`src/sv/slerp_pkg.sv`:
```
// ----------------------------------------------------------------------------
// Quaternion slerp package
// Widths, pipeline stage numbers, item kinds and the arctangent table that
// the slerp pipeline and its cells share.
// ----------------------------------------------------------------------------
package slerp_pkg;

  localparam int FRAC_BITS       = 14;
  localparam int TRIG_ITERATIONS = 16;
  localparam int ANG_BITS        = 30;
  localparam int TAB_LEN         = 31;

  localparam int COMP_W = 16;                  // quaternion component
  localparam int B_W    = COMP_W + 1;          // end component after negation
  localparam int T_W    = 15;                  // blend fraction
  localparam int THR_W  = 15;                  // near-one threshold
  localparam int ONE    = 1 << FRAC_BITS;

  localparam int C_W      = FRAC_BITS;         // dot product on the spherical path
  localparam int S_W      = FRAC_BITS + 1;     // sqrt(1 - c^2)
  localparam int RAD_W    = 2 * FRAC_BITS + 1; // radicand
  localparam int SQRT_STEPS = FRAC_BITS + 1;
  localparam int KW       = $clog2(SQRT_STEPS);
  localparam int SH_W     = $clog2(TAB_LEN);
  localparam int CW       = ANG_BITS + 4;      // CORDIC datapath
  localparam int UP       = ANG_BITS - FRAC_BITS;
  localparam int DQ_W     = CW + FRAC_BITS;    // dividend / quotient
  localparam int DIV_STEPS = DQ_W;
  localparam int PROD_W   = COMP_W + B_W;
  localparam int SUM_W    = PROD_W + 2;
  localparam int CF_W     = SUM_W - FRAC_BITS;
  localparam int AP_W     = CW + T_W + 1;
  localparam int MUL_W    = CW + B_W;
  localparam int ACC_W    = MUL_W + 1;
  localparam int RES_W    = ACC_W - ANG_BITS;

  localparam logic [THR_W-1:0]     THR_RESET = THR_W'(16383);
  localparam logic signed [CW-1:0] KINV      = CW'(652032874);

  // Pipeline stage numbers (register index of each step).
  localparam int ST_SUM   = 2;
  localparam int ST_RAD   = 3;
  localparam int ST_SQRT0 = ST_RAD + 1;
  localparam int ST_VEC0  = ST_SQRT0 + SQRT_STEPS;
  localparam int ST_ANG   = ST_VEC0 + TRIG_ITERATIONS;
  localparam int ST_ROT0  = ST_ANG + 1;
  localparam int ST_DIV0  = ST_ROT0 + TRIG_ITERATIONS;
  localparam int ST_W     = ST_DIV0 + DIV_STEPS;
  localparam int ST_P     = ST_W + 1;
  localparam int ST_OUT   = ST_P + 1;
  localparam int NSTAGE   = ST_OUT + 1;

  typedef enum logic [1:0] {
    KIND_SLERP,
    KIND_LINEAR,
    KIND_START,
    KIND_END
  } kind_e;

  typedef struct packed {
    logic                        valid;
    kind_e                       kind;
    logic [3:0][COMP_W-1:0]      a;
    logic [3:0][B_W-1:0]         b;
    logic [T_W-1:0]              t;
    logic [C_W-1:0]              c;
    logic [S_W-1:0]              s;
    logic [1:0]                  neg;
  } side_t;

  // atan(2^-i) in Q2.30 radians.
  function automatic logic signed [CW-1:0] atan_q30(input logic [SH_W-1:0] i);
    logic signed [CW-1:0] v;
    case (i)
      5'd0:  v = CW'(843314856);
      5'd1:  v = CW'(497837829);
      5'd2:  v = CW'(263043836);
      5'd3:  v = CW'(133525158);
      5'd4:  v = CW'(67021686);
      5'd5:  v = CW'(33543515);
      5'd6:  v = CW'(16775850);
      5'd7:  v = CW'(8388437);
      5'd8:  v = CW'(4194282);
      5'd9:  v = CW'(2097149);
      5'd10: v = CW'(1048575);
      5'd11: v = CW'(524287);
      5'd12: v = CW'(262143);
      5'd13: v = CW'(131071);
      5'd14: v = CW'(65535);
      5'd15: v = CW'(32767);
      5'd16: v = CW'(16383);
      5'd17: v = CW'(8191);
      5'd18: v = CW'(4095);
      5'd19: v = CW'(2047);
      5'd20: v = CW'(1023);
      5'd21: v = CW'(511);
      5'd22: v = CW'(255);
      5'd23: v = CW'(127);
      5'd24: v = CW'(63);
      5'd25: v = CW'(31);
      5'd26: v = CW'(15);
      5'd27: v = CW'(8);
      5'd28: v = CW'(4);
      5'd29: v = CW'(2);
      5'd30: v = CW'(1);
      default: v = '0;
    endcase
    return v;
  endfunction

endpackage

```
`src/sv/slerp_cordic_cell.sv`:
```
// ----------------------------------------------------------------------------
// Slerp CORDIC cell
// One micro-rotation, in vectoring or rotation mode, registered.
// ----------------------------------------------------------------------------
module slerp_cordic_cell import slerp_pkg::*; (
  input  logic                 clk_i,
  input  logic                 en_i,
  input  logic                 vec_i,
  input  logic [SH_W-1:0]      shift_i,
  input  logic signed [CW-1:0] atan_i,
  input  logic signed [CW-1:0] x_i,
  input  logic signed [CW-1:0] y_i,
  input  logic signed [CW-1:0] z_i,
  output logic signed [CW-1:0] x_o,
  output logic signed [CW-1:0] y_o,
  output logic signed [CW-1:0] z_o
);

  logic                 ccw;
  logic signed [CW-1:0] dx, dy;
  logic signed [CW-1:0] x_d, y_d, z_d;
  logic signed [CW-1:0] x_q, y_q, z_q;

  always_comb begin
    dx = y_i >>> shift_i;
    dy = x_i >>> shift_i;
    // Vectoring drives y toward zero; rotation drives z toward zero.
    ccw = vec_i ? y_i[CW-1] : !z_i[CW-1];
    if (ccw) begin
      x_d = x_i - dx;
      y_d = y_i + dy;
      z_d = z_i - atan_i;
    end else begin
      x_d = x_i + dx;
      y_d = y_i - dy;
      z_d = z_i + atan_i;
    end
  end

  always_ff @(posedge clk_i) begin
    if (en_i) begin
      x_q <= x_d;
      y_q <= y_d;
      z_q <= z_d;
    end
  end

  assign x_o = x_q;
  assign y_o = y_q;
  assign z_o = z_q;

endmodule

```
`config.mk`:
```
export PLATFORM = sky130hd
export DESIGN_NAME = slerp_cordic_cell
export DESIGN_NICKNAME = d
export VERILOG_FILES = /design/src/sv/slerp_pkg.sv /design/src/sv/slerp_cordic_cell.sv
export SDC_FILE = /design/constraint.sdc
export NUM_CORES = 1
export LEC_CHECK = 0
export BUFFER_PORTS_ARGS = -buffer_cell sky130_fd_sc_hd__buf_4
export CAP_MARGIN = 30
export CELL_PAD_IN_SITES_DETAIL_PLACEMENT = 1
export CELL_PAD_IN_SITES_GLOBAL_PLACEMENT = 2
export CORE_MARGIN = 2
export CORE_UTILIZATION = 36
export CTS_CLUSTER_SIZE = 20
export DETAILED_ROUTE_END_ITERATION = 8
export PLACE_DENSITY_LB_ADDON = 0.1
export SYNTH_ARGS = -nofsm -noshare
export SYNTH_HDL_FRONTEND = slang
export SYNTH_SLANG_ARGS = --single-unit
```
`constraint.sdc`:
```
create_clock -name clk_i -period 8.98 [get_ports clk_i]
set_input_delay 2.245 -clock clk_i [delete_from_list [all_inputs] [get_ports clk_i]]
set_output_delay 2.245 -clock clk_i [all_outputs]
set_load 0.02 [all_outputs]
```
# Yosys cells after proc, flatten, opt, wreduce, memory -nomap -nowiden
# Cells that the tools add are included.
[op_classes]
muxes = 4
shifts = 2
reduce_logical = 1
addsub = 6
[op_table]
columns = ["operator", "n"]
rows = [
  ["$add A34 B34 Y34", 3],
  ["$mux W34", 3],
  ["$sub A34 B34 Y34", 3],
  ["$sshr A34 B5 Y34", 2],
  ["$logic_not A1 Y1", 1],
  ["$mux W1", 1],
]
[word_totals]
word_cells = 16
register_bits = 102
output_inout_bits = 102
in_bits = 144

# Depth between registers and ports, before layout
[depth]
depth_word = 3
depth_mapped = 26
ltp_nobuf = 21

# Worst setup path before layout
# Ideal clock, no wire load.
[synth_path]
path_kind = "input to register"
startpoint = "in shift_i[1]"
endpoint = "reg y_q[32], in the netlist y_o[32], data pin"
path_buffers = 3
path_slack_ns = 1.779
arrival_ns = 6.932
setup_time_ns = 0.269
required_ns = 8.711
stages = 20
cell_sequence = "buf_6 buf_6 buf_6 mux4_2 mux2_2 a211o_1 nor4_4 nand2_1 nor2_1 a21oi_1 xor2_1 ha_1 a21o_1 a21oi_1 nor2b_1 a2111oi_0 a21oi_1 a211oi_1 o31ai_1 xor2_1"
[synth_between]
elab_chain_cells = 3
elab_cells_between_ends = 4
cone_classes = "2 x add/sub; 1 x shift; 1 x mux"
[synth_rtl]
columns = ["element", "line_no", "text"]
rows = [
  ["start, declared", "slerp_cordic_cell.sv:9", "input logic [SH_W-1:0] shift_i,"],
  ["$sshr A34 B5 Y34 *", "slerp_cordic_cell.sv:26", "dy = x_i >>> shift_i;"],
  ["$sub A34 B34 Y34 or $add A34 B34 Y34 (tied branches)", "slerp_cordic_cell.sv:35, slerp_cordic_cell.sv:31", ""],
  ["$mux W34 *", "slerp_cordic_cell.sv:29", "if (ccw) begin"],
  ["named net y_d[32]", "slerp_cordic_cell.sv:21", "logic signed [CW-1:0] x_d, y_d, z_d;"],
  ["end signal, assigned", "slerp_cordic_cell.sv:43", "y_q <= y_d;"],
  ["end, declared", "slerp_cordic_cell.sv:22", "logic signed [CW-1:0] x_q, y_q, z_q;"],
]
# Mark *: on every way through the listed nets, which the timed path passes. The rest lies on a longest branch.
# A chain may end at the register's enable or synchronous reset.

# Worst setup path in the final report
[layout_path]
startpoint = "in shift_i[1]"
endpoint = "reg x_q[32], in the netlist x_o[32], data pin"
[layout_between]
elab_chain_cells = 3
elab_cells_between_ends = 4
cone_classes = "2 x add/sub; 1 x shift; 1 x mux"
[layout_rtl]
columns = ["element", "line_no", "text"]
rows = [
  ["$sshr A34 B5 Y34 *", "slerp_cordic_cell.sv:25", "dx = y_i >>> shift_i;"],
  ["$add A34 B34 Y34 or $sub A34 B34 Y34 (tied branches)", "slerp_cordic_cell.sv:34, slerp_cordic_cell.sv:30", ""],
  ["$mux W34 *", "slerp_cordic_cell.sv:29", ""],
  ["named net x_d[32]", "slerp_cordic_cell.sv:21", ""],
  ["end signal, assigned", "slerp_cordic_cell.sv:42", "x_q <= x_d;"],
  ["end, declared", "slerp_cordic_cell.sv:22", ""],
]
# Marks and branches as above.

==> impl_metrics.toml <==
[status]
status = "completed"

[worst_setup_path]
path_max_fanout = 73
crit_required_ps = 9140
endpoint_kind = "flip-flop"
critPathArrivalTime_ps = 8200
criticalPathCategory = "in -> reg"
start_kind = "input pin"

[routing]
drtIter0Drc = 1064
via_count = 15410
ant_nets = 0
firstDrtPassIters = 6
routed_wl_um = 63850
post_drt_wl_per_cell_um = 25.40
via_per_inst = 6.131
drcViolationCount = 0

[cells_and_area]
finalNetCount = 2173
syn_to_final_growth_pct = 17.37
drive_above_1_share_pct = 23.74
final_cell_mix = "buf_4 (284), a21oi_1 (134), nor2_1 (119)"
final_common_cell = "buf_4"
n_antenna_cell = 0
nFillCells = 5034

[synthesis]
syn_area_um2 = 15590
synth_cell_type_count = 94
synth_xor_area_share_pct = 10.06
synth_edf_count = 102
synth_nets = 1965
yosysWarnings = 0
ys_seq_area_share_pct = 19.65
syn_avg_cell_area_um2 = 9.086
synth_top_family_by_area = "compound AO/OA/AOI/OAI gates"
ys_ff_latch = 102
synth_compound_area_share_pct = 22.90
synthAdderAreaFrac_pct = 8.571
syn_inst = 1716
synth-simple-area-share_pct = 15.79
synth-async-reset-ratio_pct = 0
synthMuxAreaShare_pct = 18.71
synth_ff_type = "edfxtp_1"

[timing]
setup_violations = 0
finalHoldViolations = 0
worstMarginPinSlew_ps = 1048
fin_setup_tns_ps = 0
rsz0062_at_grt = "no"
relSlewSlack_pct = 28.32
period_share_pct = 89.48
report.final.slew_viol_count = 0
fmax_ghz = 0.1244
fin_crit_ps = 8036
whs_ps = 2159

[grt]
grt_max_degree = 74
grt_remaining_overflow = 0
antenna_found_initial = 3
grt_pass1_wl_um = 96630
grt_pass1_vias = 15870
grt_usage_pct = 28.47

[min_path]
whs_endpoint = "y_o[0]"
hold_class = "in -> reg"
hold_depth = 2
hp-start = "y_i[0]"

[pwr]
p_per_area_nw_per_um2 = 169.5
vdd_drop_max_v = 0.00009728
leakagePower_nw = 7.516

[clocking]
cts_buffers = 9
cts_sinks = 102
htree_levels = 3
cts_tree = "built"
ctsResizeCount = 0
cts_root_buffer = "clkbuf_16"
cts_setup_buffers = 0
clockBufferDepth = 2
clk_pin_slew_ps = 80
cts_hold_buf = 0

[floorplan]
die_w_um = 212.1
coreArea_um2 = 42890
die_h_um = 212.1
initial_core_util_pct = 36.35
dieArea_um2 = 44990
io_pins = 246
rows = 76

[flow_run]
cap_violations = 0

[placed_design]
io_buffers = 245
hpwl_um = 50320
place.gp.congestion = 0.8899
-- logic make-up after synthesis --
group | after synthesis
multiplexers | 188
adder cells (fa/ha/maj) | 105
AO/OA/AOI/OAI | 522
XOR/XNOR | 179
buffers and inverters | 138
AND/OR/NAND/NOR | 482
flip-flops | 102
-- worst max path at each step --
| stage | startpoint | to | slack, ps | cells past startpoint |
|---|---|---|---|---|
| 2_1_floorplan | shift_i[1] | y_o[32] | 1780 | 20 |
| 3_3_place_gp | shift_i[1] | x_o[32] | 740 | 18 |
| 3_5_place_dp | shift_i[1] | x_o[32] | 630 | 18 |
| 4_1_cts | shift_i[1] | x_o[32] | 1030 | 18 |
| 5_1_grt | shift_i[1] | x_o[32] | 340 | 18 |
| 6_report | shift_i[1] | x_o[32] | 940 | 18 |
-- registers in the layout, indices dropped and copies added (netlist names) --
signal	flops
x_o	34
y_o	34
z_o	34
-- cell type report --
class                           count  area [um^2]  area share [%]
Sequential cell                   102         3063           16.74
Clock inverter                      7        63.81          0.3487
Timing Repair Buffer              286         2163           11.82
Clock buffer                        9        225.2           1.231
Inverter                           49        183.9           1.005
Multi-Input combinational cell   1476        11870           64.85
Tap cell                          585        732.0           4.000
-- power breakdown --
part	switching, mW	internal (mW)
Sequential	0.0425	0.730
Combinational	1.11	0.800
Clock	0.224	0.195
-- Yosys cell counts, types with 7 or more instances --
master / count / area share (%)
nand2b_1: 26 / 1.0
a21o_1: 62 / 3.0
ha_1: 102 / 8.2
a31oi_1: 31 / 1.2
nor2b_1: 21 / 0.84
inv_1: 48 / 1.2
o211ai_1: 13 / 0.63
o41ai_1: 7 / 0.39
o31ai_1: 13 / 0.63
nand2_1: 117 / 2.8
nand3_1: 48 / 1.5
nor3_1: 38 / 1.2
o22ai_1: 14 / 0.56
xor2_1: 65 / 3.7
edfxtp_1: 102 / 20
buf_6: 10 / 0.72
buf_4: 12 / 0.58
buf_2: 20 / 0.64
clkbuf_1: 35 / 0.84
and3_1: 20 / 0.80
buf_1: 10 / 0.24
o21a_1: 25 / 1.2
nand4_1: 8 / 0.32
and2_1: 16 / 0.64
mux2i_1: 72 / 4.6
o221ai_1: 7 / 0.39
a221oi_1: 8 / 0.45
nor2_1: 120 / 2.9
or3_1: 7 / 0.28
or2_2: 10 / 0.40
xnor2_1: 114 / 6.4
or4_1: 9 / 0.43
mux4_2: 79 / 11
a22oi_1: 11 / 0.53
a211o_1: 8 / 0.45
o21bai_1: 19 / 0.91
a211oi_1: 12 / 0.58
mux2_2: 37 / 2.7
a21oi_1: 135 / 4.3
a2111oi_0: 7 / 0.39
o21ai_0: 66 / 2.1
-- through the flow --
stage                     util, %  instances  setup slack [ps]  power, mW  cell area, um^2
after global placement      41.94       2495             738.5      2.662            17990
after floorplan                 -       1716              1779      2.033            15590
final                       42.67       2514             944.4      3.103            18300
after global routing        42.67       2514             344.8      3.320            18300
after CTS                   42.63       2512              1027      3.122            18280
after detailed placement    41.96       2496             627.1      2.683            17990
-- worst max-delay path, stage by stage --
cell and delay [ps]:
buf_6 570, buf_12 370, nor2_1 280, a211oi_1 490, nor3_1 120, nor3_1 400, nand2_2 200, nor3_2 320
a21oi_1 140, xor2_1 170, ha_1 350, a2111oi_0 640, a211oi_1 250, nand4bb_1 380, a32oi_1 380, a211oi_1 180
or4_1 490, o311ai_0 150
-- metal layers --
layer,global-route usage [%],wire [um]
met5,0,0
met4,12.43,2527
met3,3.914,3957
met2,46.25,29730
met1,37.78,27640
No activity file was read; power rests on OpenSTA's default activity.
