`src/sv/slerp_pkg.sv`:
```
// ----------------------------------------------------------------------------
// Quaternion slerp package
// Widths, pipeline stage numbers, item kinds and the arctangent table that
// the slerp pipeline and its cells share.
// ----------------------------------------------------------------------------
package slerp_pkg;

  localparam int FRAC_BITS       = 14;
  localparam int TRIG_ITERATIONS = 16;
  localparam int ANG_BITS        = 30;
  localparam int TAB_LEN         = 31;

  localparam int COMP_W = 16;                  // quaternion component
  localparam int B_W    = COMP_W + 1;          // end component after negation
  localparam int T_W    = 15;                  // blend fraction
  localparam int THR_W  = 15;                  // near-one threshold
  localparam int ONE    = 1 << FRAC_BITS;

  localparam int C_W      = FRAC_BITS;         // dot product on the spherical path
  localparam int S_W      = FRAC_BITS + 1;     // sqrt(1 - c^2)
  localparam int RAD_W    = 2 * FRAC_BITS + 1; // radicand
  localparam int SQRT_STEPS = FRAC_BITS + 1;
  localparam int KW       = $clog2(SQRT_STEPS);
  localparam int SH_W     = $clog2(TAB_LEN);
  localparam int CW       = ANG_BITS + 4;      // CORDIC datapath
  localparam int UP       = ANG_BITS - FRAC_BITS;
  localparam int DQ_W     = CW + FRAC_BITS;    // dividend / quotient
  localparam int DIV_STEPS = DQ_W;
  localparam int PROD_W   = COMP_W + B_W;
  localparam int SUM_W    = PROD_W + 2;
  localparam int CF_W     = SUM_W - FRAC_BITS;
  localparam int AP_W     = CW + T_W + 1;
  localparam int MUL_W    = CW + B_W;
  localparam int ACC_W    = MUL_W + 1;
  localparam int RES_W    = ACC_W - ANG_BITS;

  localparam logic [THR_W-1:0]     THR_RESET = THR_W'(16383);
  localparam logic signed [CW-1:0] KINV      = CW'(652032874);

  // Pipeline stage numbers (register index of each step).
  localparam int ST_SUM   = 2;
  localparam int ST_RAD   = 3;
  localparam int ST_SQRT0 = ST_RAD + 1;
  localparam int ST_VEC0  = ST_SQRT0 + SQRT_STEPS;
  localparam int ST_ANG   = ST_VEC0 + TRIG_ITERATIONS;
  localparam int ST_ROT0  = ST_ANG + 1;
  localparam int ST_DIV0  = ST_ROT0 + TRIG_ITERATIONS;
  localparam int ST_W     = ST_DIV0 + DIV_STEPS;
  localparam int ST_P     = ST_W + 1;
  localparam int ST_OUT   = ST_P + 1;
  localparam int NSTAGE   = ST_OUT + 1;

  typedef enum logic [1:0] {
    KIND_SLERP,
    KIND_LINEAR,
    KIND_START,
    KIND_END
  } kind_e;

  typedef struct packed {
    logic                        valid;
    kind_e                       kind;
    logic [3:0][COMP_W-1:0]      a;
    logic [3:0][B_W-1:0]         b;
    logic [T_W-1:0]              t;
    logic [C_W-1:0]              c;
    logic [S_W-1:0]              s;
    logic [1:0]                  neg;
  } side_t;

  // atan(2^-i) in Q2.30 radians.
  function automatic logic signed [CW-1:0] atan_q30(input logic [SH_W-1:0] i);
    logic signed [CW-1:0] v;
    case (i)
      5'd0:  v = CW'(843314856);
      5'd1:  v = CW'(497837829);
      5'd2:  v = CW'(263043836);
      5'd3:  v = CW'(133525158);
      5'd4:  v = CW'(67021686);
      5'd5:  v = CW'(33543515);
      5'd6:  v = CW'(16775850);
      5'd7:  v = CW'(8388437);
      5'd8:  v = CW'(4194282);
      5'd9:  v = CW'(2097149);
      5'd10: v = CW'(1048575);
      5'd11: v = CW'(524287);
      5'd12: v = CW'(262143);
      5'd13: v = CW'(131071);
      5'd14: v = CW'(65535);
      5'd15: v = CW'(32767);
      5'd16: v = CW'(16383);
      5'd17: v = CW'(8191);
      5'd18: v = CW'(4095);
      5'd19: v = CW'(2047);
      5'd20: v = CW'(1023);
      5'd21: v = CW'(511);
      5'd22: v = CW'(255);
      5'd23: v = CW'(127);
      5'd24: v = CW'(63);
      5'd25: v = CW'(31);
      5'd26: v = CW'(15);
      5'd27: v = CW'(8);
      5'd28: v = CW'(4);
      5'd29: v = CW'(2);
      5'd30: v = CW'(1);
      default: v = '0;
    endcase
    return v;
  endfunction

endpackage

```
`src/sv/slerp_sqrt_cell.sv`:
```
// ----------------------------------------------------------------------------
// Slerp square root cell
// One result bit of a digit-by-digit integer square root, registered.
// ----------------------------------------------------------------------------
module slerp_sqrt_cell import slerp_pkg::*; (
  input  logic             clk_i,
  input  logic             en_i,
  input  logic [KW-1:0]    k_i,
  input  logic [RAD_W-1:0] rad_i,
  input  logic [RAD_W-1:0] root_i,
  output logic [RAD_W-1:0] rad_o,
  output logic [RAD_W-1:0] root_o
);

  logic [RAD_W-1:0] bit_w;
  logic [RAD_W:0]   trial;
  logic [RAD_W-1:0] rad_d, rad_q;
  logic [RAD_W-1:0] root_d, root_q;

  always_comb begin
    bit_w = RAD_W'(1) << {k_i, 1'b0};
    trial = {1'b0, root_i} + {1'b0, bit_w};
    if ({1'b0, rad_i} >= trial) begin
      rad_d  = rad_i - trial[RAD_W-1:0];
      root_d = (root_i >> 1) + bit_w;
    end else begin
      rad_d  = rad_i;
      root_d = root_i >> 1;
    end
  end

  always_ff @(posedge clk_i) begin
    if (en_i) begin
      rad_q  <= rad_d;
      root_q <= root_d;
    end
  end

  assign rad_o  = rad_q;
  assign root_o = root_q;

endmodule

```
`config.mk`:
```
export PLATFORM = sky130hd
export DESIGN_NAME = slerp_sqrt_cell
export DESIGN_NICKNAME = d
export VERILOG_FILES = /design/src/sv/slerp_pkg.sv /design/src/sv/slerp_sqrt_cell.sv
export SDC_FILE = /design/constraint.sdc
export NUM_CORES = 1
export LEC_CHECK = 0
export BUFFER_PORTS_ARGS = -buffer_cell sky130_fd_sc_hd__clkbuf_2
export CAP_MARGIN = 20
export CORE_MARGIN = 4
export CORE_UTILIZATION = 56
export DETAILED_ROUTE_END_ITERATION = 7
export GPL_TIMING_DRIVEN = 0
export PLACE_DENSITY = 0.87
export SETUP_SLACK_MARGIN = 0.15
export SYNTH_ARGS = -nofsm -noshare
export SYNTH_HDL_FRONTEND = slang
export SYNTH_SLANG_ARGS = --single-unit
```
`constraint.sdc`:
```
create_clock -name clk_i -period 6.7 [get_ports clk_i]
set_input_delay 0.67 -clock clk_i [delete_from_list [all_inputs] [get_ports clk_i]]
set_output_delay 0.67 -clock clk_i [all_outputs]
set_load 0.02 [all_outputs]
```
======== Word-level counts from Yosys, hierarchy flattened ========
Cells that the tools add are included.
operators by class
  add/subtract/negate cells ............... 3
  order comparisons ....................... 1
  shift operators ......................... 1
  muxes and demuxes ....................... 2
operators by type and width
  kind                                              number
  adder 29 x 29 -> 30 bit                           1
  greater-or-equal comparator 29 x 30 -> 1 bit      1
  adder 28 x 29 -> 29 bit                           1
  2-to-1 mux 29 bit                                 1
  left shift 1 x 5 -> 29 bit, first input constant  1
  subtractor 29 bit                                 1
  2-to-1 mux 28 bit                                 1
storage, ports and cells
  register bits ........................... 58
  input bits .............................. 64
  output and inout port bits .............. 58
  logic and storage cells ................. 10

======== Logic depth before layout (Yosys ltp) ========
Gate-level depths: netlist of run 1.
  depth after elaboration ................. 4
  gate-level depth with buffers ........... 22
  depth with buffers taken out ............ 20

======== Least setup slack after synthesis of run 1 ========
Ideal clock, no wire load.
  kind .................................... in2reg
  start point ............................. input port k_i[2]
  end point ............................... register root_q[25] (netlist: root_o[25]) (data pin)
  library setup time ...................... 0.268 ns
  arrival time ............................ 4.796 ns
  required time ........................... 6.432 ns
  setup slack ............................. 1.636 ns
  stages .................................. 21
  buffers on the path ..................... 2
  cells stage by stage .................... or2b_2 -> nor3_1 -> ha_1 -> a31o_2 -> a31oi_1 -> o21ai_0 -> a21oi_1 -> o21a_1 -> o31ai_1 -> a31oi_1 -> xor2_1 -> ha_1 -> clkbuf_1 -> a21o_1 -> a21o_1 -> a21oi_1 -> o211ai_1 -> a21oi_2 -> clkbuf_1 -> a211oi_1 -> xor2_1
between the ends
  cells in the longest elaborated chain, start to end .. 4
  elaborated cells on any way between the ends .. 5
  classes of those cells .................. add/sub: 2; order compare: 1; shift: 1; mux: 1
ends and longest elaborated chain
  item                                          line                   RTL
  from (decl)                                   slerp_sqrt_cell.sv:8   input logic [KW-1:0] k_i,
  left shift 1 x 5 -> 29 bit (*)                slerp_sqrt_cell.sv:21  bit_w = RAD_W'(1) << {k_i, 1'b0};
  adder 29 x 29 -> 30 bit                       slerp_sqrt_cell.sv:22  trial = {1'b0, root_i} + {1'b0, bit_w};
  greater-or-equal comparator 29 x 30 -> 1 bit  slerp_sqrt_cell.sv:23  if ({1'b0, rad_i} >= trial) begin
  2-to-1 mux 28 bit (*)                         slerp_sqrt_cell.sv:23
  net root_d[25]                                slerp_sqrt_cell.sv:18  logic [RAD_W-1:0] root_d, root_q;
  to (signal assigned)                          slerp_sqrt_cell.sv:35  root_q <= root_d;
  to (decl)                                     slerp_sqrt_cell.sv:18
Mark *: on every way through the listed nets, which the timed path passes. The rest lies on a longest branch.
A chain may end at the register's enable or synchronous reset.

======== Worst setup path in the final report of run 1 ========
Same ends and word-level chain as after synthesis.

==> results.py, run 1 <==
metrics = {
    "run_status": {
        "status": "finished clean",
    },
    "synth": {
        "synth_area_um2": 6190,
        "synth_edf_count": 58,
        "synthAdderAreaFrac_pct": 12.7,
        "synthSimpleGateAreaFrac_pct": 16.5,
        "synth_compound_area_share_pct": 18.7,
        "ys_seq_area_share_pct": 28.1,
        "synthCells": 625,
        "synth_top_area_cell": "edfxtp_1",
        "synth.net_count": 748,
        "synth_warnings": 0,
        "synth_xor_xnor_area_share_pct": 11.2,
        "ys_types": 65,
        "synth.area.mux_share_pct": 9.62,
        "synth.cells.most_frequent": "edfxtp_1 (58), ha_1 (58), nand2_1 (48)",
        "synth_top_cells_by_area": "edfxtp_1 (28%), ha_1 (12%), mux2_4 (9.5%)",
        "synth_top_family_by_area": "compound AO/OA/AOI/OAI gates",
        "ys.flop_type": "edfxtp_1",
        "synth_async_sr_flop_share_pct": 0,
        "ys_ff_latch": 58,
        "syn_area_per_cell_um2": 9.91,
        "yosys.area.top_type_share_pct": 28.1,
    },
    "power": {
        "seq_power_share_pct": 35.1,
        "powerDensity_nw_per_um2": 190,
        "power_frac_comb_pct": 45.1,
        "ir_worst_vdd_v": 0.000105,
        "sw_frac_of_total_pct": 37.1,
        "power_switching_mw": 0.503,
        "leakage_nw": 3.11,
        "p_int_mw": 0.854,
        "clkPwrFrac_pct": 19.8,
    },
    "worst_setup_path": {
        "crit_path_end_kind": "register",
        "crit_path_cell_trace": "clkbuf_2 > or2b_2 > nor3_1 > ha_1 > a31o_2 > a31oi_1 > o21ai_0 > a21oi_1 > o21a_1 > o31ai_1 > a31oi_1 > xor2_1 > ha_1 > clkbuf_1 > a21o_1 > a21o_1 > a21oi_1 > o211ai_1 > a21oi_2 > clkbuf_1 > a211oi_1 > xor2_1",
        "critical_path_class": "in2reg",
        "slowest_stage": "clkbuf_1",
        "path_max_fanout": 10,
        "critical-path-max-stage-delay_ns": 0.54,
        "arrival_ns": 5.98,
        "crit_path_start_kind": "input pin",
        "crit_required_ns": 6.78,
    },
    "global_route": {
        "grt_max_degree": 37,
        "grt_busiest_layer": "met2",
        "met3_usage_pct": 4.87,
        "use_met1_pct": 30.8,
        "antenna_found_initial": 0,
        "track_usage_pct": 25.7,
        "grt.overflow.total": 0,
        "grt_pass1_vias": 5420,
        "grt_pass1_wl_um": 26300,
        "grt_util_met2_pct": 46.6,
    },
    "clock_tree": {
        "cts_buffers": 9,
        "htreeDepth": 3,
        "cts_root_buf": "clkbuf_8",
        "cts_hold_buf": 0,
        "post_cts_buffers": 0,
        "clockBufferDepth": 2,
        "cts_tree": "built",
        "post_cts_resized": 0,
        "cts_sinks": 58,
        "clk_pin_slew_worst_paths_ns": 0.07,
    },
    "floorplan": {
        "die_area_um2": 12800,
        "fp-row-count": 38,
        "io_pins": 122,
        "fp.coreArea_um2": 10800,
        "fp.dieW_um": 113,
        "die_h_um": 113,
        "initial_core_util_pct": 57.1,
    },
    "flow_run": {
        "drv_cap": 0,
    },
    "layout": {
        "fin_util_pct": 65.8,
        "drive_gt1_share_pct": 27.9,
        "finalNetCount": 879,
        "finalNonFillerCells": 900,
        "insertedDiodeCount": 0,
        "syn_to_final_growth_pct": 15.2,
        "fillers": 905,
    },
    "sta": {
        "hold_viol": 0,
        "fmax_ghz": 0.170,
        "worst_slack_ns": 0.803,
        "relSlewSlack_pct": 52.3,
        "period_needed_ns": 5.90,
        "min_period_over_period_pct": 88.0,
        "slew_violations": 0,
        "worst_pin_slew_ns": 0.716,
        "setup_viol": 0,
        "hold_slack_ns": 0.639,
        "setup_tns_ns": 0,
        "rsz0062_at_grt": "false",
    },
    "detailed_routing": {
        "drc": 0,
        "drt-total-wl_um": 16600,
        "vias_per_cell": 6.08,
        "vias": 5471,
        "ant_nets": 0,
        "drtIter0Drc": 354,
        "wl_per_cell_um": 18.4,
        "firstDrtPassIters": 5,
    },
    "placed_design": {
        "dp_hpwl_um": 13400,
        "place_congestion": 0.911,
        "port_buffers": 119,
        "pre_cts_ws_ns": 0.493,
        "dp_cells": 885,
    },
    "hold_path": {
        "holdPathStages": 2,
        "hold_path_class": "in2reg",
    },
}
## sequential cells by signal, indices dropped and copies added (netlist names)
signal	count
rad_o	29
root_o	29
## final cells by class
cell class	count	area, µm²	share of cell area, %
Timing Repair Buffer	120	616	8.63
Buffer	19	154	2.16
Sequential cell	58	1740	24.4
Clock inverter	6	25.0	0.351
Tap cell	140	175	2.46
Inverter	10	37.5	0.526
Multi-Input combinational cell	538	4260	59.7
Clock buffer	9	124	1.74
## stage by stage
step           instance area [µm²]  total power [mW]
2_1_floorplan                 6190             0.924
3_3_place_gp                  6960              1.08
3_5_place_dp                  6980              1.09
4_1_cts                       7130              1.36
5_1_grt                       7130              1.43
6_report                      7130              1.36
## power by group through the flow
stage          sequential [mW]  combinational [mW]  clock (mW)
2_1_floorplan            0.548               0.375           0
4_1_cts                  0.477               0.611       0.275
6_report                 0.476               0.612       0.269
5_1_grt                  0.480               0.660       0.293
3_3_place_gp             0.483               0.593           0
3_5_place_dp             0.484               0.608           0
## path summary, 6_finish.rpt
| check | start | endpoint | slack (ns) |
|---|---|---|---|
| worst min-delay path | rad_i[25] | rad_o[25]$_DFFE_PP_ | 0.64 |
| worst max-delay path | k_i[2] | root_o[25]$_DFFE_PP_ | 0.80 |
## worst max-delay path, delay by kind of cell
| kind | cells | cell delay, ns |
|---|---|---|
| XOR/XNOR | 2 | 0.40 |
| AND/OR/NAND/NOR | 2 | 0.63 |
| buffers and inverters | 3 | 0.89 |
| AO/OA/AOI/OAI | 13 | 2.88 |
| adder cells (fa/ha/maj) | 2 | 0.50 |
## routing by layer
layer,part of all wire [%],routed length (µm)
met3,6.4,1060
met4,2.1,349
met5,0,0
met2,50,8380
met1,41,6820
## cell usage in the layout (no fill, tap or decap), types with 12 or more instances in the layout
cell / count
nor2_1: 40
ha_1: 58
nand2_1: 48
a21oi_1: 43
nand3_1: 16
xnor2_1: 34
o21ai_0: 29
mux2_4: 39
nor3_1: 16
clkbuf_2: 119
a21o_1: 12
a31oi_1: 20
edfxtp_1: 58
xor2_1: 45
## logic make-up (layout without fill, tap and decap cells)
logic type	Yosys count	in the layout
AND/OR/NAND/NOR	188	188
AO/OA/AOI/OAI	168	168
XOR/XNOR	79	79
adder cells (fa/ha/maj)	63	63
flip-flops	58	58
multiplexers	40	40
buffers and inverters	29	164
Power figures use the tool's default switching activity.
==> run 2, diff against run 1 <==
--- a/config.mk
+++ b/config.mk
@@ -8,11 +8,11 @@
 export BUFFER_PORTS_ARGS = -buffer_cell sky130_fd_sc_hd__clkbuf_2
 export CAP_MARGIN = 20
 export CORE_MARGIN = 4
-export CORE_UTILIZATION = 56
+export CORE_UTILIZATION = 47
 export DETAILED_ROUTE_END_ITERATION = 7
 export GPL_TIMING_DRIVEN = 0
-export PLACE_DENSITY = 0.87
-export SETUP_SLACK_MARGIN = 0.15
+export PLACE_DENSITY = 0.76
+export SETUP_SLACK_MARGIN = 0.2
 export SYNTH_ARGS = -nofsm -noshare
 export SYNTH_HDL_FRONTEND = slang
 export SYNTH_SLANG_ARGS = --single-unit
==> constraint.sdc (replaced) <==
create_clock -name clk_i -period 7.2 [get_ports clk_i]
set_input_delay 0.72 -clock clk_i [delete_from_list [all_inputs] [get_ports clk_i]]
set_output_delay 0.72 -clock clk_i [all_outputs]
set_load 0.02 [all_outputs]
==> results.py, run 2 (synthesis gave the netlist of run 1 again) <==
metrics = {
    "run_status": {
        "status": "finished clean",
    },
    "detailed_routing": {
        "vias_per_cell": 5.73,
        "vias": 5349,
        "firstDrtPassIters": 4,
        "ant_nets": 0,
        "drtIter0Drc": 323,
        "drt-total-wl_um": 16200,
        "wl_per_cell_um": 17.4,
        "drc": 0,
    },
    "clock_tree": {
        "cts_hold_buf": 0,
        "cts_root_buf": "clkbuf_16",
        "cts_sinks": 58,
        "post_cts_buffers": 0,
        "cts_tree": "built",
        "clockBufferDepth": 2,
        "htreeDepth": 3,
        "clk_pin_slew_worst_paths_ns": 0.05,
        "cts_buffers": 9,
        "post_cts_resized": 0,
    },
    "power": {
        "power_switching_mw": 0.482,
        "powerDensity_nw_per_um2": 191,
        "leakage_nw": 3.15,
        "sw_frac_of_total_pct": 34.7,
        "p_int_mw": 0.907,
        "power_frac_comb_pct": 40.9,
        "ir_worst_vdd_v": 0.0000857,
        "clkPwrFrac_pct": 27.2,
        "seq_power_share_pct": 31.9,
    },
    "global_route": {
        "grt.overflow.total": 0,
        "track_usage_pct": 21.7,
        "grt_pass1_wl_um": 25700,
        "antenna_found_initial": 0,
        "grt_pass1_vias": 5315,
        "grt_max_degree": 36,
    },
    "layout": {
        "post-route-cell-area_um2": 7280,
        "layout_commonest_cell": "clkbuf_2",
        "insertedDiodeCount": 0,
        "fillers": 1127,
        "drive_gt1_share_pct": 27.7,
        "syn_to_final_growth_pct": 17.5,
        "finalNetCount": 879,
        "layout_common_cells": "clkbuf_2 (119), ha_1 (58), edfxtp_1 (58)",
    },
    "sta": {
        "fmax_ghz": 0.167,
        "relSlewSlack_pct": 54.6,
        "min_period_over_period_pct": 83.2,
        "period_needed_ns": 5.99,
        "slew_violations": 0,
        "hold_viol": 0,
        "rsz0062_at_grt": "false",
        "setup_viol": 0,
        "worst_pin_slew_ns": 0.681,
        "setup_tns_ns": 0,
    },
    "worst_setup_path": {
        "crit_path_end_kind": "register",
        "path_max_fanout": 10,
        "arrival_ns": 6.06,
        "crit_required_ns": 7.27,
        "critical_path_class": "in2reg",
        "crit_path_start_kind": "input pin",
    },
    "floorplan": {
        "initial_core_util_pct": 48.5,
        "die_h_um": 123,
        "fp.dieW_um": 123,
        "fp.coreArea_um2": 12800,
        "io_pins": 122,
        "die_area_um2": 15100,
        "fp-row-count": 41,
    },
    "placed_design": {
        "placed_area_um2": 7020,
        "port_buffers": 119,
        "place_congestion": 0.917,
        "dp_hpwl_um": 13200,
    },
    "flow_run": {
        "drv_cap": 0,
    },
    "hold_path": {
        "holdPathStages": 2,
        "hold_path_class": "in2reg",
    },
}
[run 2: changes by cell type in the layout (fill, tap and decap cells not counted)]
cell	before	now
clkbuf_1	11	14
clkbuf_8	9	0
clkinv_1	4	3
clkinv_2	2	0
clkinvlp_4	0	1
clkbuf_16	0	9
[run 2: metrics by stage]
stage	setup WS, ns	hold slack, ns	utilization, %	instances	total power [mW]
6_report	1.21	0.702	57.0	933	1.39
3_3_place_gp	1.04	1.05	54.8	916	1.00
3_5_place_dp	0.937	1.05	55.0	917	1.01
2_1_floorplan	2.09	0.832	-	625	0.860
5_1_grt	0.868	0.703	57.0	933	1.46
4_1_cts	1.25	0.693	57.0	933	1.40
[run 2: path summary, 6_finish.rpt]
check                 startpoint                   end
worst min-delay path   rad_i[16]   rad_o[16]$_DFFE_PP_
worst max-delay path      k_i[2]  root_o[25]$_DFFE_PP_
[run 2: cell type report]
class,count,area (µm²),share of cell area [%]
Multi-Input combinational cell,538,4260,58.5
Sequential cell,58,1740,23.9
Timing Repair Buffer,120,616,8.46
Clock buffer,12,236,3.25
Tap cell,172,215,2.96
Buffer,19,154,2.11
Inverter,10,37.5,0.516
Clock inverter,4,18.8,0.258
[run 2: power groups by stage]
stage | clock (mW) | sequential, mW | combinational [mW]
floorplan | 0 | 0.510 | 0.349
global route | 0.402 | 0.446 | 0.615
finish | 0.378 | 0.443 | 0.568
global placement | 0 | 0.449 | 0.552
CTS | 0.389 | 0.444 | 0.568
detailed placement | 0 | 0.450 | 0.564
[run 2: layer usage]
layer	up-vias	GRT usage [%]	part of all wire, %	routed length, µm
li1	2645	-	-	-
met1	2531	27.0	44	7150
met2	148	37.1	48	7880
met3	25	4.24	5.2	847
met4	0	8.47	2.3	380
met5	-	0	0	0
[run 2: critical path, cell delays in order]
cell	delay [ns]
clkbuf_2	0.17
or2b_2	0.35
nor3_1	0.26
ha_1	0.23
a31o_2	0.20
a31oi_1	0.10
o21ai_0	0.45
a21oi_1	0.13
o21a_1	0.24
o31ai_1	0.34
a31oi_1	0.15
xor2_1	0.23
ha_1	0.27
clkbuf_1	0.18
a21o_1	0.19
a21o_1	0.19
a21oi_1	0.18
o211ai_1	0.15
a21oi_2	0.42
clkbuf_1	0.58
a211oi_1	0.12
xor2_1	0.19
