`src/sv/slerp_pkg.sv`:
```
// ----------------------------------------------------------------------------
// Quaternion slerp package
// Widths, pipeline stage numbers, item kinds and the arctangent table that
// the slerp pipeline and its cells share.
// ----------------------------------------------------------------------------
package slerp_pkg;

  localparam int FRAC_BITS       = 14;
  localparam int TRIG_ITERATIONS = 16;
  localparam int ANG_BITS        = 30;
  localparam int TAB_LEN         = 31;

  localparam int COMP_W = 16;                  // quaternion component
  localparam int B_W    = COMP_W + 1;          // end component after negation
  localparam int T_W    = 15;                  // blend fraction
  localparam int THR_W  = 15;                  // near-one threshold
  localparam int ONE    = 1 << FRAC_BITS;

  localparam int C_W      = FRAC_BITS;         // dot product on the spherical path
  localparam int S_W      = FRAC_BITS + 1;     // sqrt(1 - c^2)
  localparam int RAD_W    = 2 * FRAC_BITS + 1; // radicand
  localparam int SQRT_STEPS = FRAC_BITS + 1;
  localparam int KW       = $clog2(SQRT_STEPS);
  localparam int SH_W     = $clog2(TAB_LEN);
  localparam int CW       = ANG_BITS + 4;      // CORDIC datapath
  localparam int UP       = ANG_BITS - FRAC_BITS;
  localparam int DQ_W     = CW + FRAC_BITS;    // dividend / quotient
  localparam int DIV_STEPS = DQ_W;
  localparam int PROD_W   = COMP_W + B_W;
  localparam int SUM_W    = PROD_W + 2;
  localparam int CF_W     = SUM_W - FRAC_BITS;
  localparam int AP_W     = CW + T_W + 1;
  localparam int MUL_W    = CW + B_W;
  localparam int ACC_W    = MUL_W + 1;
  localparam int RES_W    = ACC_W - ANG_BITS;

  localparam logic [THR_W-1:0]     THR_RESET = THR_W'(16383);
  localparam logic signed [CW-1:0] KINV      = CW'(652032874);

  // Pipeline stage numbers (register index of each step).
  localparam int ST_SUM   = 2;
  localparam int ST_RAD   = 3;
  localparam int ST_SQRT0 = ST_RAD + 1;
  localparam int ST_VEC0  = ST_SQRT0 + SQRT_STEPS;
  localparam int ST_ANG   = ST_VEC0 + TRIG_ITERATIONS;
  localparam int ST_ROT0  = ST_ANG + 1;
  localparam int ST_DIV0  = ST_ROT0 + TRIG_ITERATIONS;
  localparam int ST_W     = ST_DIV0 + DIV_STEPS;
  localparam int ST_P     = ST_W + 1;
  localparam int ST_OUT   = ST_P + 1;
  localparam int NSTAGE   = ST_OUT + 1;

  typedef enum logic [1:0] {
    KIND_SLERP,
    KIND_LINEAR,
    KIND_START,
    KIND_END
  } kind_e;

  typedef struct packed {
    logic                        valid;
    kind_e                       kind;
    logic [3:0][COMP_W-1:0]      a;
    logic [3:0][B_W-1:0]         b;
    logic [T_W-1:0]              t;
    logic [C_W-1:0]              c;
    logic [S_W-1:0]              s;
    logic [1:0]                  neg;
  } side_t;

  // atan(2^-i) in Q2.30 radians.
  function automatic logic signed [CW-1:0] atan_q30(input logic [SH_W-1:0] i);
    logic signed [CW-1:0] v;
    case (i)
      5'd0:  v = CW'(843314856);
      5'd1:  v = CW'(497837829);
      5'd2:  v = CW'(263043836);
      5'd3:  v = CW'(133525158);
      5'd4:  v = CW'(67021686);
      5'd5:  v = CW'(33543515);
      5'd6:  v = CW'(16775850);
      5'd7:  v = CW'(8388437);
      5'd8:  v = CW'(4194282);
      5'd9:  v = CW'(2097149);
      5'd10: v = CW'(1048575);
      5'd11: v = CW'(524287);
      5'd12: v = CW'(262143);
      5'd13: v = CW'(131071);
      5'd14: v = CW'(65535);
      5'd15: v = CW'(32767);
      5'd16: v = CW'(16383);
      5'd17: v = CW'(8191);
      5'd18: v = CW'(4095);
      5'd19: v = CW'(2047);
      5'd20: v = CW'(1023);
      5'd21: v = CW'(511);
      5'd22: v = CW'(255);
      5'd23: v = CW'(127);
      5'd24: v = CW'(63);
      5'd25: v = CW'(31);
      5'd26: v = CW'(15);
      5'd27: v = CW'(8);
      5'd28: v = CW'(4);
      5'd29: v = CW'(2);
      5'd30: v = CW'(1);
      default: v = '0;
    endcase
    return v;
  endfunction

endpackage

```
`src/sv/slerp_div_cell.sv`:
```
// ----------------------------------------------------------------------------
// Slerp divider cell
// One quotient bit of a restoring division, registered.
// ----------------------------------------------------------------------------
module slerp_div_cell import slerp_pkg::*; (
  input  logic            clk_i,
  input  logic            en_i,
  input  logic [S_W-1:0]  den_i,
  input  logic [S_W-1:0]  rem_i,
  input  logic [DQ_W-1:0] dq_i,
  output logic [S_W-1:0]  rem_o,
  output logic [DQ_W-1:0] dq_o
);

  logic [S_W:0]    part;
  logic [S_W:0]    diff;
  logic            ge;
  logic [S_W-1:0]  rem_d, rem_q;
  logic [DQ_W-1:0] dq_d, dq_q;

  always_comb begin
    part  = {rem_i, dq_i[DQ_W-1]};
    diff  = part - {1'b0, den_i};
    ge    = part >= {1'b0, den_i};
    rem_d = ge ? diff[S_W-1:0] : part[S_W-1:0];
    // Dividend bits shift out at the top while quotient bits shift in below.
    dq_d  = {dq_i[DQ_W-2:0], ge};
  end

  always_ff @(posedge clk_i) begin
    if (en_i) begin
      rem_q <= rem_d;
      dq_q  <= dq_d;
    end
  end

  assign rem_o = rem_q;
  assign dq_o  = dq_q;

endmodule

```
`config.mk`:
```
export PLATFORM = sky130hd
export DESIGN_NAME = slerp_div_cell
export DESIGN_NICKNAME = d
export VERILOG_FILES = /design/src/sv/slerp_pkg.sv /design/src/sv/slerp_div_cell.sv
export SDC_FILE = /design/constraint.sdc
export NUM_CORES = 1
export LEC_CHECK = 0
export ABC_CLOCK_PERIOD_IN_PS = 2100
export BUFFER_PORTS_ARGS = -buffer_cell sky130_fd_sc_hd__buf_4
export CAP_MARGIN = 15
export CORE_UTILIZATION = 42
export DETAILED_ROUTE_END_ITERATION = 10
export PLACE_DENSITY = 0.77
export SLEW_MARGIN = 20
export SYNTH_ARGS = -nofsm -noshare
export SYNTH_HDL_FRONTEND = slang
export SYNTH_SLANG_ARGS = --single-unit
```
`constraint.sdc`:
```
create_clock -name clk_i -period 2.1 [get_ports clk_i]
set_clock_uncertainty 0.2 [all_clocks]
set_input_delay 0 -clock clk_i [delete_from_list [all_inputs] [get_ports clk_i]]
set_output_delay 0 -clock clk_i [all_outputs]
set_load 0.02 [all_outputs]
```
# Word-level counts from Yosys, hierarchy flattened
# Index checks and enable logic that the tools add are counted.
[totals]
reg_bits = 63
input_bits = 80
out_inout_bits = 63
elab_cells = 5
[classes]
add_sub_neg = 1
n_lt_le_gt_ge = 1
muxes = 1
[op_table]
columns = ["operator", "count"]
rows = [
  [">= comparator 16 x 15 -> 1 bit", 1],
  ["2-to-1 mux 15 bit", 1],
  ["subtractor 15 bit", 1],
]

# Logic depth before layout (Yosys ltp)
# Gate-level depths: netlist (run 1).
[logic_depth]
word_depth = 2
mapped_depth = 11
ltp_nobuf = 9

# Worst setup path before layout (run 1)
# OpenSTA, ideal clock, no wires.
[synth_timing]
path_type = "input port to flip-flop"
startpoint = "in dq_i[47]"
endpoint = "reg rem_q[11], in the netlist rem_o[11] (data pin)"
setup_ns = 0.260
t_arrival_ns = 1.913
required_time_ns = 1.640
slack_ns = -0.274
cell_stages = 11
n_path_buf = 2
cell_sequence = "inv_1 ha_1 fa_1 nand2b_1 a21oi_1 o221ai_1 o2111ai_1 a311o_1 buf_6 buf_12 mux2_4"
[synth_between]
elab_chain_len = 2
elab_cells_between_ends = 3
classes_between = "1 x add/sub; 1 x order compare; 1 x mux"
[synth_rtl]
columns = ["item", "line_no", "source"]
rows = [
  ["start, declared", "slerp_div_cell.sv:10", "input logic [DQ_W-1:0] dq_i,"],
  [">= comparator 16 x 15 -> 1 bit", "slerp_div_cell.sv:24", "ge = part >= {1'b0, den_i};"],
  ["via ge", "slerp_div_cell.sv:17", "logic ge;"],
  ["2-to-1 mux 15 bit", "slerp_div_cell.sv:25", "rem_d = ge ? diff[S_W-1:0] : part[S_W-1:0];"],
  ["via rem_d[11]", "slerp_div_cell.sv:18", "logic [S_W-1:0] rem_d, rem_q;"],
  ["end signal, assigned", "slerp_div_cell.sv:32", "rem_q <= rem_d;"],
  ["end, declared", "slerp_div_cell.sv:18", ""],
]
# The timed path passes the listed nets, and every way through them passes these cells.
# A chain may end at the register's enable or synchronous reset.

# Final worst setup path (run 1)
[layout_timing]
startpoint = "in dq_i[47]"
endpoint = "reg rem_q[14], in the netlist rem_o[14] (data pin)"
[layout_between]
elab_chain_len = 2
elab_cells_between_ends = 3
classes_between = "1 x add/sub; 1 x order compare; 1 x mux"
[layout_rtl]
columns = ["item", "line_no"]
rows = [
  ["subtractor 15 bit or >= comparator 16 x 15 -> 1 bit (tied branches)", "slerp_div_cell.sv:23, slerp_div_cell.sv:24"],
  ["2-to-1 mux 15 bit (*)", "slerp_div_cell.sv:25"],
  ["via rem_d[14]", "slerp_div_cell.sv:18"],
]
# Mark *: on every way through the listed nets, which the timed path passes. The rest lies on a longest branch.

==> results.md, run 1 <==
* Run status: finished with violations
* Failing checks: negative hold slack
* Sequence of cells on the critical path: buf_8 > inv_12 > ha_4 > fa_2 > nand2b_4 > buf_4 > a211oi_2 > buf_4 > o21ai_4 > o311a_1 > mux2_4
* Clock Root Buffer: sky130_fd_sc_hd__clkbuf_8
* Yosys top cell by area: sky130_fd_sc_hd__edfxtp_1
* Yosys warning total at 0
* Sink Count at 63
* Top FF cell, synth: sky130_fd_sc_hd__edfxtp_1
* # port buffers at around 140
* Leading cell types by count after synthesis: 63 x sky130_fd_sc_hd__edfxtp_1, 19 x sky130_fd_sc_hd__inv_1, 15 x sky130_fd_sc_hd__ha_1, 13 x sky130_fd_sc_hd__nand2_1, 9 x sky130_fd_sc_hd__nor2_1
* Max Buffers Root-to-Sink at 2
* Core outline area at 6790 sq um
* LEAKAGE at 2.44 nW
* Critical path capture point type: register
* PD cells at 740 nW/um^2
* Post-Route Hold Slack at -0.149 ns
* Transition at the pin with the smallest max-transition slack at 0.429 ns
* Headroom to the max-slew limit at 71.1%
* Wire length of the first global-routing pass at 15,200 um
* Crit path kind: in2reg
* Required time at the endpoint of the critical path at 2.02 ns
* Pin count of the biggest net entering global routing at between 60 and 70
* Number of instances in the synthesized netlist at 204
* Total grt overflow at 0
* Top-area cell type share of the netlist area at 63.9%
* Share of the core filled with cells in the final layout at 80.9%
* Relative contribution of sequential cells to total power at 38.9%
* DRC violations left at 0
* Minimum setup slack after placement at -0.386 ns
* Placed insts at 473
* Sw Pwr at 1.13 mW
* Final count of hold timing violations at 1
* Setup repair after global routing missed its margin: yes
* Height of the die at 85.9 um
* Part of the power in the clock network at 32.9%
* Type of the tightest min-delay check: in2reg
* Clock-pin transition on the worst setup and hold timing paths at 0.08 ns
* Die Wd at 85.9 um
* Number of distinct library cells after synthesis at 39
* Part of the cycle the worst path needs at 98.2%
* Layout overhead on the synthesized area at 85.8%
* Maximum VDD drop at 0.000477 V
* Largest stage delay on the critical path at slightly below 0.4 ns
* Routed Wire Length at roughly 11,000 um
* Syn_nets at 300
* Antenna Cells at 0
* Mean number of vias per cell at between 4 and 5
* Synth Register Bits at 63
* CTS Buf Count at 9
* Number of buffer and inverter stages on the critical path at 4
* Count of vias placed by the detailed router at 2,781
* Starting utilization of the core area at 43.6%
* Final weighted congestion in routability-driven placement at approximately 0.79
* Detailed Route Iter0 Violations at 107
* Worst EP arrival at 1.98 ns
* Setup Total Neg Slack at 0 ns
* Placed wire-length estimate at 5690 um
* Initial antenna violation count at 0
* Critical Path Fanout Max at 4
* Average instance area after synthesis at between 10 and 15 sq um
* Final-stage net count at 554
* Final setup vio count at 0
* Number of violations of the max-capacitance limit at 0
* Fmax achieved at 485 MHz
* Time the final worst path needs with I/O delays and setup at 2.06 ns
* Average routed wire per standard cell at 18.8 um
* CP max-delay cell: sky130_fd_sc_hd__fa_2
* Kind of cell adding the most delay to the critical path: compound AO/OA/AOI/OAI gates
* Slew Viols, Final at 0
* Overall die area at 7380 sq um
* TritonRoute pass-1 iters at 4
* Fin cells at ~560
* Most numerous cell in the Yosys netlist: sky130_fd_sc_hd__edfxtp_1
* FP Rows at 30
* Number of synthesized flops with an enable pin at 63
* Number of nets with antenna violations after detailed routing at 0
* Portion of total power attributed to combinational logic at 28.2%
* Most used cell along the critical path: sky130_fd_sc_hd__buf_4
* Internal cell power at roughly 2.9 mW
* Total GRT Usage at between 20% and 30%
* H-tree level count at 3
* Fraction of registers with async set or reset after synthesis at 0%
* Area of the mapped netlist at ~3000 sq um
* Startpoint Class: input port
* Clock tree from TritonCTS: built
* I/O Pins at approximately 140
* Proportion of synthesized chip area in sequential cells at 63.9%
* Final setup slack of the worst path at 0.0369 ns
* Switching Share at 27.7%
* Post-layout power at 4.07 mW
* Number of global-route vias before repair at approximately 2,800
* Cell types occupying the most area after synthesis: sky130_fd_sc_hd__edfxtp_1 64%, sky130_fd_sc_hd__ha_1 6.3%, sky130_fd_sc_hd__mux2_4 3.0%
* Fraction of layout instances using a drive strength above 1 at 51.0%
==> metal layers <==
metal	up-vias	track usage, %	wire [um]
met5	-	0	0
met4	0	9.55	215
met3	16	7.60	723
met2	138	51.4	5680
met1	1351	31.0	3890
li1	1276	-	-
==> power by group through the flow <==
stage	sequential, mW	combinational (mW)	clock (mW)
finish	1.58	1.15	1.34
global route	1.59	1.22	1.40
CTS	1.57	1.06	1.32
detailed placement	1.59	0.943	0
global placement	1.59	0.922	0
floorplan	1.75	0.325	0
==> cells by family (layout without fill, tap and decap cells) <==
| family | Yosys count | in the layout | synth area share, % |
|---|---|---|---|
| and+or+nand+nor | 39 | 39 | 6.34 |
| adders and majority gates | 16 | 16 | 7.02 |
| xor gates and xnor gates | 9 | 9 | 2.66 |
| DFF | 63 | 63 | 63.9 |
| AOI/OAI and AO/OA | 38 | 38 | 9.60 |
| muxes | 15 | 15 | 6.34 |
| buffers and inverters | 24 | 283 | 4.10 |
==> stage by stage <==
stage / hold WS [ns] / instance area (sq um)
after global routing: -0.156 / 5500
after global placement: -0.0219 / 4440
after CTS: -0.171 / 5360
after floorplan: -0.101 / 3010
final: -0.149 / 5500
after detailed placement: -0.0205 / 4440
==> flip-flops by register name, summed over array words and instances (netlist names) <==
register  cells
dq_o         48
rem_o        15
==> repair_timing <==
action / in CTS / in global routing
pin swaps: 4 / 6
gates cloned: 1 / 0
endpoints found under the setup margin: 3 / 14
hold buffers: 63 / 1
setup buffers: 1 / 4
endpoints found under the hold margin: 118 / 2
resized for setup: 4 / 20
==> worst paths after layout <==
path | to | start | depth (start not counted)
max | rem_o[14] | dq_i[47] | 11
min | rem_o[0] | dq_i[47] | 3
==> cell usage in the layout, fill, tap and decap left out, drive strengths merged, types with 4 or more instances in the layout <==
cell         count
a21oi            9
buf            184
clkbuf           9
dlygate4sd3     64
edfxtp          63
ha              15
inv             20
mux2            12
nand2           13
nand2b           4
nand3            4
nor2             9
o21a             4
o21ai            9
xnor2            7
==> layout make-up <==
class	count	area, sq um
clock buffers	9	124
clock inverters	7	120
fillers	359	1300
inverters	19	83.8
multi-input cells	117	1070
flip-flops and latches	63	1890
well taps	96	120
repair buffers	248	2080
No activity file was read; power rests on OpenSTA's default activity.
==> inputs of run 2 (changes only) <==
--- a/config.mk
+++ b/config.mk
@@ -8,9 +8,9 @@
 export ABC_CLOCK_PERIOD_IN_PS = 2100
 export BUFFER_PORTS_ARGS = -buffer_cell sky130_fd_sc_hd__buf_4
 export CAP_MARGIN = 15
-export CORE_UTILIZATION = 42
+export CORE_UTILIZATION = 40
 export DETAILED_ROUTE_END_ITERATION = 10
-export PLACE_DENSITY = 0.77
+export PLACE_DENSITY = 0.74
 export SLEW_MARGIN = 20
 export SYNTH_ARGS = -nofsm -noshare
 export SYNTH_HDL_FRONTEND = slang
==> results.md, run 2 (same netlist as run 1, synthesis figures left out) <==
* Required time at the endpoint of the critical path at about 2.0 ns
* Commonest cells after routing, fill and taps aside: 175 x sky130_fd_sc_hd__buf_4, 63 x sky130_fd_sc_hd__edfxtp_1, 63 x sky130_fd_sc_hd__dlygate4sd3_1
* H-tree level count at 3
* Relative contribution of sequential cells to total power at a little over two fifths
* Fraction of layout instances using a drive strength above 1 at 49.1%
* Die Wd at 88.0 um
* Starting utilization of the core area at 42.4%
* Critical Path Fanout Max at 5
* Final count of hold timing violations at 1
* TritonRoute pass-1 iters at 4
* Startpoint Class: input port
* Part of the power in the clock network at 28.5%
* Worst EP arrival at 1.90 ns
* Placed wire-length estimate at 6060 um
* LEAKAGE at 2.35 nW
* Fmax achieved at 496 MHz
* Pin count of the biggest net entering global routing at 34
* Headroom to the max-slew limit at between 60 and 70%
* Time the final worst path needs with I/O delays and setup at 2.02 ns
* PD cells at between 600 and 700 nW/um^2
* DRC violations left at 0
* Height of the die at between 80 and 90 um
* Slew Viols, Final at 0
* # port buffers at between 100 and 150
* Part of the cycle the worst path needs at 96.0%
* Sw Pwr at 1.05 mW
* Critical path capture point type: register
* Routed Wire Length at 9560 um
* Detailed Route Iter0 Violations at 155
* Cell count of the worst hold path at 3
* CTS Hold Buffers Added at 63
* Clock-pin transition on the worst setup and hold timing paths at 0.07 ns
* Count of vias placed by the detailed router at 2,663
* Most common library cell in the layout ignoring fill and taps: sky130_fd_sc_hd__buf_4
* Max Buffers Root-to-Sink at 2
* I/O Pins at between 100 and 150
* Failing checks: negative hold slack
* Most used cell along the critical path: sky130_fd_sc_hd__buf_6
* Mean number of vias per cell at 4.81
* Type of the tightest min-delay check: in2reg
* Number of global-route vias before repair at 2,734
* Sink Count at 63
* Overall die area at 7750 sq um
* Layout overhead on the synthesized area at 79.5%
* Largest register FFs at 48
* Total grt overflow at 0
* Share of the core filled with cells in the final layout at 76.1%
* Sequence of cells on the critical path: buf_6 > inv_12 > ha_4 > fa_2 > nand2b_4 > a21oi_4 > o221ai_2 > o2111ai_2 > a311o_1 > buf_6 > mux2_2
* Terminating pin of the worst hold path: rem_o[0]
* Final setup vio count at 0
* CTS Buf Count at 9
* Switching Share at 28.3%
* Hold Path Origin: dq_i[47]
* Number of nets with antenna violations after detailed routing at 0
* Wire length of the first global-routing pass at 14,000 um
* Largest stage delay on the critical path at 0.34 ns
* Transition at the pin with the smallest max-transition slack at roughly 0.5 ns
* CP max-delay cell: sky130_fd_sc_hd__fa_2
* Portion of total power attributed to combinational logic at 29.1%
* Initial antenna violation count at 0
* Antenna Cells at 0
* Post-layout power at 3.71 mW
* Core outline area at roughly 7000 sq um
* Crit path kind: in2reg
* Clock tree from TritonCTS: built
* Final-stage net count at 549
* Number of violations of the max-capacitance limit at 0
* Post-Route Hold Slack at -0.131 ns
* FP Rows at 30
* Setup Total Neg Slack at 0 ns
* Final weighted congestion in routability-driven placement at between 0.7 and 0.8
* Internal cell power at 2.66 mW
* Maximum VDD drop at 0.000349 V
* Total GRT Usage at about 25%
* Run status: finished with violations
* Clock Root Buffer: sky130_fd_sc_hd__clkbuf_8
* Average routed wire per standard cell at around 17 um
run 2: worst max path at each step:
| stage | from | to | slack (ns) | cells after the start |
|---|---|---|---|---|
| after floorplan | dq_i[47] | rem_o[11] | -0.14 | 11 |
| after global placement | dq_i[47] | rem_o[6] | -0.32 | 11 |
| after detailed placement | dq_i[47] | rem_o[6] | -0.34 | 11 |
| after CTS | dq_i[47] | rem_o[6] | 0.01 | 11 |
| after global routing | dq_i[47] | rem_o[5] | -0.007 | 11 |
| final | dq_i[47] | rem_o[6] | 0.08 | 11 |
run 2: cell type report:
cell class | count | area, sq um
timing repair buffer | 243 | 2010
sequential | 63 | 1890
fill | 445 | 1670
multi-input combinational | 117 | 1010
clock buffer | 9 | 124
tap | 96 | 120
inverter | 19 | 83.8
clock inverter | 7 | 72.6
run 2: stage by stage:
| stage | cells | area, sq um | setup slack [ns] | hold slack (ns) |
|---|---|---|---|---|
| 2_1_floorplan | 204 | 3010 | -0.144 | -0.101 |
| 3_3_place_gp | 474 | 4440 | -0.319 | -0.0218 |
| 3_5_place_dp | 474 | 4440 | -0.338 | -0.0205 |
| 4_1_cts | 553 | 5270 | 0.0100 | -0.151 |
| 5_1_grt | 554 | 5310 | -0.00693 | -0.142 |
| 6_report | 554 | 5310 | 0.0848 | -0.131 |
run 2: power groups by stage:
stage,clock network (mW),registers (mW),logic (mW)
detailed placement,0,1.60,0.946
finish,1.05,1.57,1.08
global placement,0,1.59,0.923
floorplan,0,1.75,0.325
global route,1.13,1.58,1.15
CTS,1.06,1.57,1.05
run 2: routing by layer:
| metal | wire [um] | part of all wire [%] | vias to the layer above | global-route usage [%] |
|---|---|---|---|---|
| met5 | 0 | 0 | - | 0 |
| met1 | 3540 | 37 | 1247 | 27.2 |
| met3 | 848 | 8.9 | 14 | 8.29 |
| met4 | 162 | 1.7 | 0 | 8.94 |
| li1 | - | - | 1267 | - |
| met2 | 5010 | 52 | 135 | 45.0 |
run 2: worst max-delay path, delay by kind of cell:
family | cells | cell delay [ns]
muxes | 1 | 0.33
adders and majority gates | 2 | 0.49
AOI/OAI and AO/OA | 4 | 0.63
and+or+nand+nor | 1 | 0.16
buffers and inverters | 3 | 0.29
run 2: repair_timing:
action | in CTS | in global routing
endpoints found under the setup margin | 0 | 14
buffers inserted | 0 | 1
hold endpoints to repair | 94 | 1
resized for setup | 0 | 8
==> inputs of run 3 (changes only) <==
--- a/config.mk
+++ b/config.mk
@@ -11,6 +11,7 @@
 export CORE_UTILIZATION = 40
 export DETAILED_ROUTE_END_ITERATION = 10
 export PLACE_DENSITY = 0.74
+export REMOVE_ABC_BUFFERS = 1
 export SLEW_MARGIN = 20
 export SYNTH_ARGS = -nofsm -noshare
 export SYNTH_HDL_FRONTEND = slang
==> results.md, run 3 (same netlist as run 1, synthesis figures left out) <==
* Run status: completed
* Transition at the pin with the smallest max-transition slack at 0.795 ns
* Placed wire-length estimate at 5890 um
* Clock Root Buffer: sky130_fd_sc_hd__clkbuf_8
* Part of the cycle the worst path needs at a little under 100%
* Antenna Cells at 0
* Final setup slack of the worst path at 0.0461 ns
* H-tree level count at 3
* Kind of cell adding the most delay to the critical path: compound AO/OA/AOI/OAI gates
* Die Wd at 88.0 um
* Critical path capture point type: register
* Fmax achieved at just under 500 MHz
* Average routed wire per standard cell at 16.8 um
* Final-stage net count at 548
* Starting utilization of the core area at 42.4%
* Detailed Route Iter0 Violations at 73
* Number of buffer and inverter stages on the critical path at 3
* PD cells at slightly above 700 nW/um^2
* Routed met3 length at 638 um
* Sequence of cells on the critical path: buf_4 > inv_2 > ha_4 > fa_2 > nand2b_4 > a21oi_4 > o221ai_2 > o2111ai_2 > a311o_1 > buf_6 > mux2_2
* Core outline area at 6980 sq um
* I/O Pins at around 140
* Type of the tightest min-delay check: in2reg
* LEAKAGE at approximately 2.3 nW
* Crit path kind: in2reg
* FP Rows at 30
* Finished layout cell area at approximately 5300 sq um
* Total GRT Usage at 24.1%
* Startpoint Class: input port
* Critical Path Fanout Max at 6
* Wire length of the first global-routing pass at about 13,000 um
* Share of the core filled with cells in the final layout at 75.6%
* Highest metal layer with signal wires: met4
* CTS Buf Count at 9
* Clock-pin transition on the worst setup and hold timing paths at roughly 0.070 ns
* Most common library cell in the layout ignoring fill and taps: sky130_fd_sc_hd__buf_4
* Number of nets with antenna violations after detailed routing at 0
* Cell depth of the worst setup path at 11
* Time the final worst path needs with I/O delays and setup at 2.05 ns
* Total grt overflow at 0
* Number of global-route vias before repair at ~2,600
* Minimum setup slack after placement at -0.485 ns
* Clock tree from TritonCTS: built
* Worst EP arrival at 1.94 ns
* Final weighted congestion in routability-driven placement at 0.869
* Detailed-routing wirelength on met1 at between 3000 and 4000 um
* Startpoint of the worst setup timing path: dq_i[47]
* Number of violations of the max-capacitance limit at 0
* Post-Route Hold Slack at approximately 0.019 ns
* Headroom to the max-slew limit at between 40 and 50%
* Final count of hold timing violations at 0
* Overall die area at 7750 sq um
* DRC violations left at 0
* Layout overhead on the synthesized area at 78.4%
* Pin count of the biggest net entering global routing at 64
* Count of vias placed by the detailed router at 2,616
* CP max-delay cell: sky130_fd_sc_hd__fa_2
* Largest register FFs at 48
* Met2 Routed Length at 4760 um
* Height of the die at 88.0 um
* Mean number of vias per cell at 4.73
* Max Buffers Root-to-Sink at 2
* Fraction of layout instances using a drive strength above 1 at 48.1%
* TritonRoute pass-1 iters at 4
* Post-Place Cell Area at between 4000 and 5000 sq um
* Required time at the endpoint of the critical path at 1.99 ns
* Routed Wire Length at 9300 um
* Sink Count at 63
* Capture point of the worst path: rem_o[14]
* # port buffers at 142
* Slew Viols, Final at 0
* Largest stage delay on the critical path at approximately 0.34 ns
* Commonest cells after routing, fill and taps aside: 177 x sky130_fd_sc_hd__buf_4, 63 x sky130_fd_sc_hd__edfxtp_1, 62 x sky130_fd_sc_hd__dlygate4sd3_1
* Multi-input gate area in the final layout at 1000 sq um
* Initial antenna violation count at 0
* Final setup vio count at 0
* Maximum VDD drop at 0.000420 V
* Sequential cell area at between 1500 and 2000 sq um
* Total of fill cells in the finished design at 463
[run 3: cell count changes in the layout (fill, tap and decap cells not counted), moves of 2 or more]
cell                       previous run  this run
sky130_fd_sc_hd__o21ai_1              1         3
sky130_fd_sc_hd__clkinv_1             0         2
sky130_fd_sc_hd__buf_4              175       177
sky130_fd_sc_hd__o21ai_2              2         0
[run 3: worst min-delay path by stage]
stage                   from  endpoint  slack [ns]  cells past startpoint
global placement    dq_i[15]  dq_o[16]       -0.02                      1
floorplan            dq_i[9]  dq_o[10]       -0.10                      0
global route        den_i[1]  rem_o[1]        0.02                      3
detailed placement   dq_i[3]   dq_o[4]       -0.02                      1
finish              den_i[0]  rem_o[0]        0.02                      4
CTS                 den_i[0]  rem_o[0]       0.003                      4
[run 3: power breakdown]
part	switching, mW	internal [mW]	leakage, nW	total (mW)
sequential	0.0462	1.53	0.617	1.58
combinational	0.492	0.564	1.63	1.06
clock	0.476	0.658	0.100	1.13
[run 3: tightest hold or removal path, cell delays in order]
cell and delay (ns):
sky130_fd_sc_hd__buf_4 0.09, sky130_fd_sc_hd__ha_4 0.12, sky130_fd_sc_hd__buf_4 0.09, sky130_fd_sc_hd__mux2i_1 0.07
[run 3: final cells by class]
cell class / instances / share of cell area, %
clock buffers: 9 / 2.35
clock inverters: 7 / 1.66
inverters: 19 / 1.35
multi-input cells: 117 / 18.9
flip-flops and latches: 63 / 35.8
well taps: 96 / 2.28
repair buffers: 242 / 37.6
[run 3: timing repair]
item                       4_1_cts  5_1_grt
setup endpoints to repair       12       13
setup buffers                    2        0
hold buffers                    62        0
hold endpoints to repair        62        0
resized for setup                7        7
pin swaps                        3        4
[run 3: metal layers]
metal | GRT usage [%] | vias to the layer above
li1 | - | 1262
met1 | 27.7 | 1211
met2 | 42.3 | 127
met3 | 5.28 | 16
met4 | 12.6 | 0
met5 | 0 | -
[run 3: stage by stage]
step | power [mW] | cells | TNS [ns]
floorplan | 2.05 | 199 | -8.13
global placement | 2.49 | 473 | -5.12
detailed placement | 2.52 | 473 | -6.10
CTS | 3.75 | 553 | 0
global route | 3.93 | 553 | -0.00340
finish | 3.77 | 553 | 0
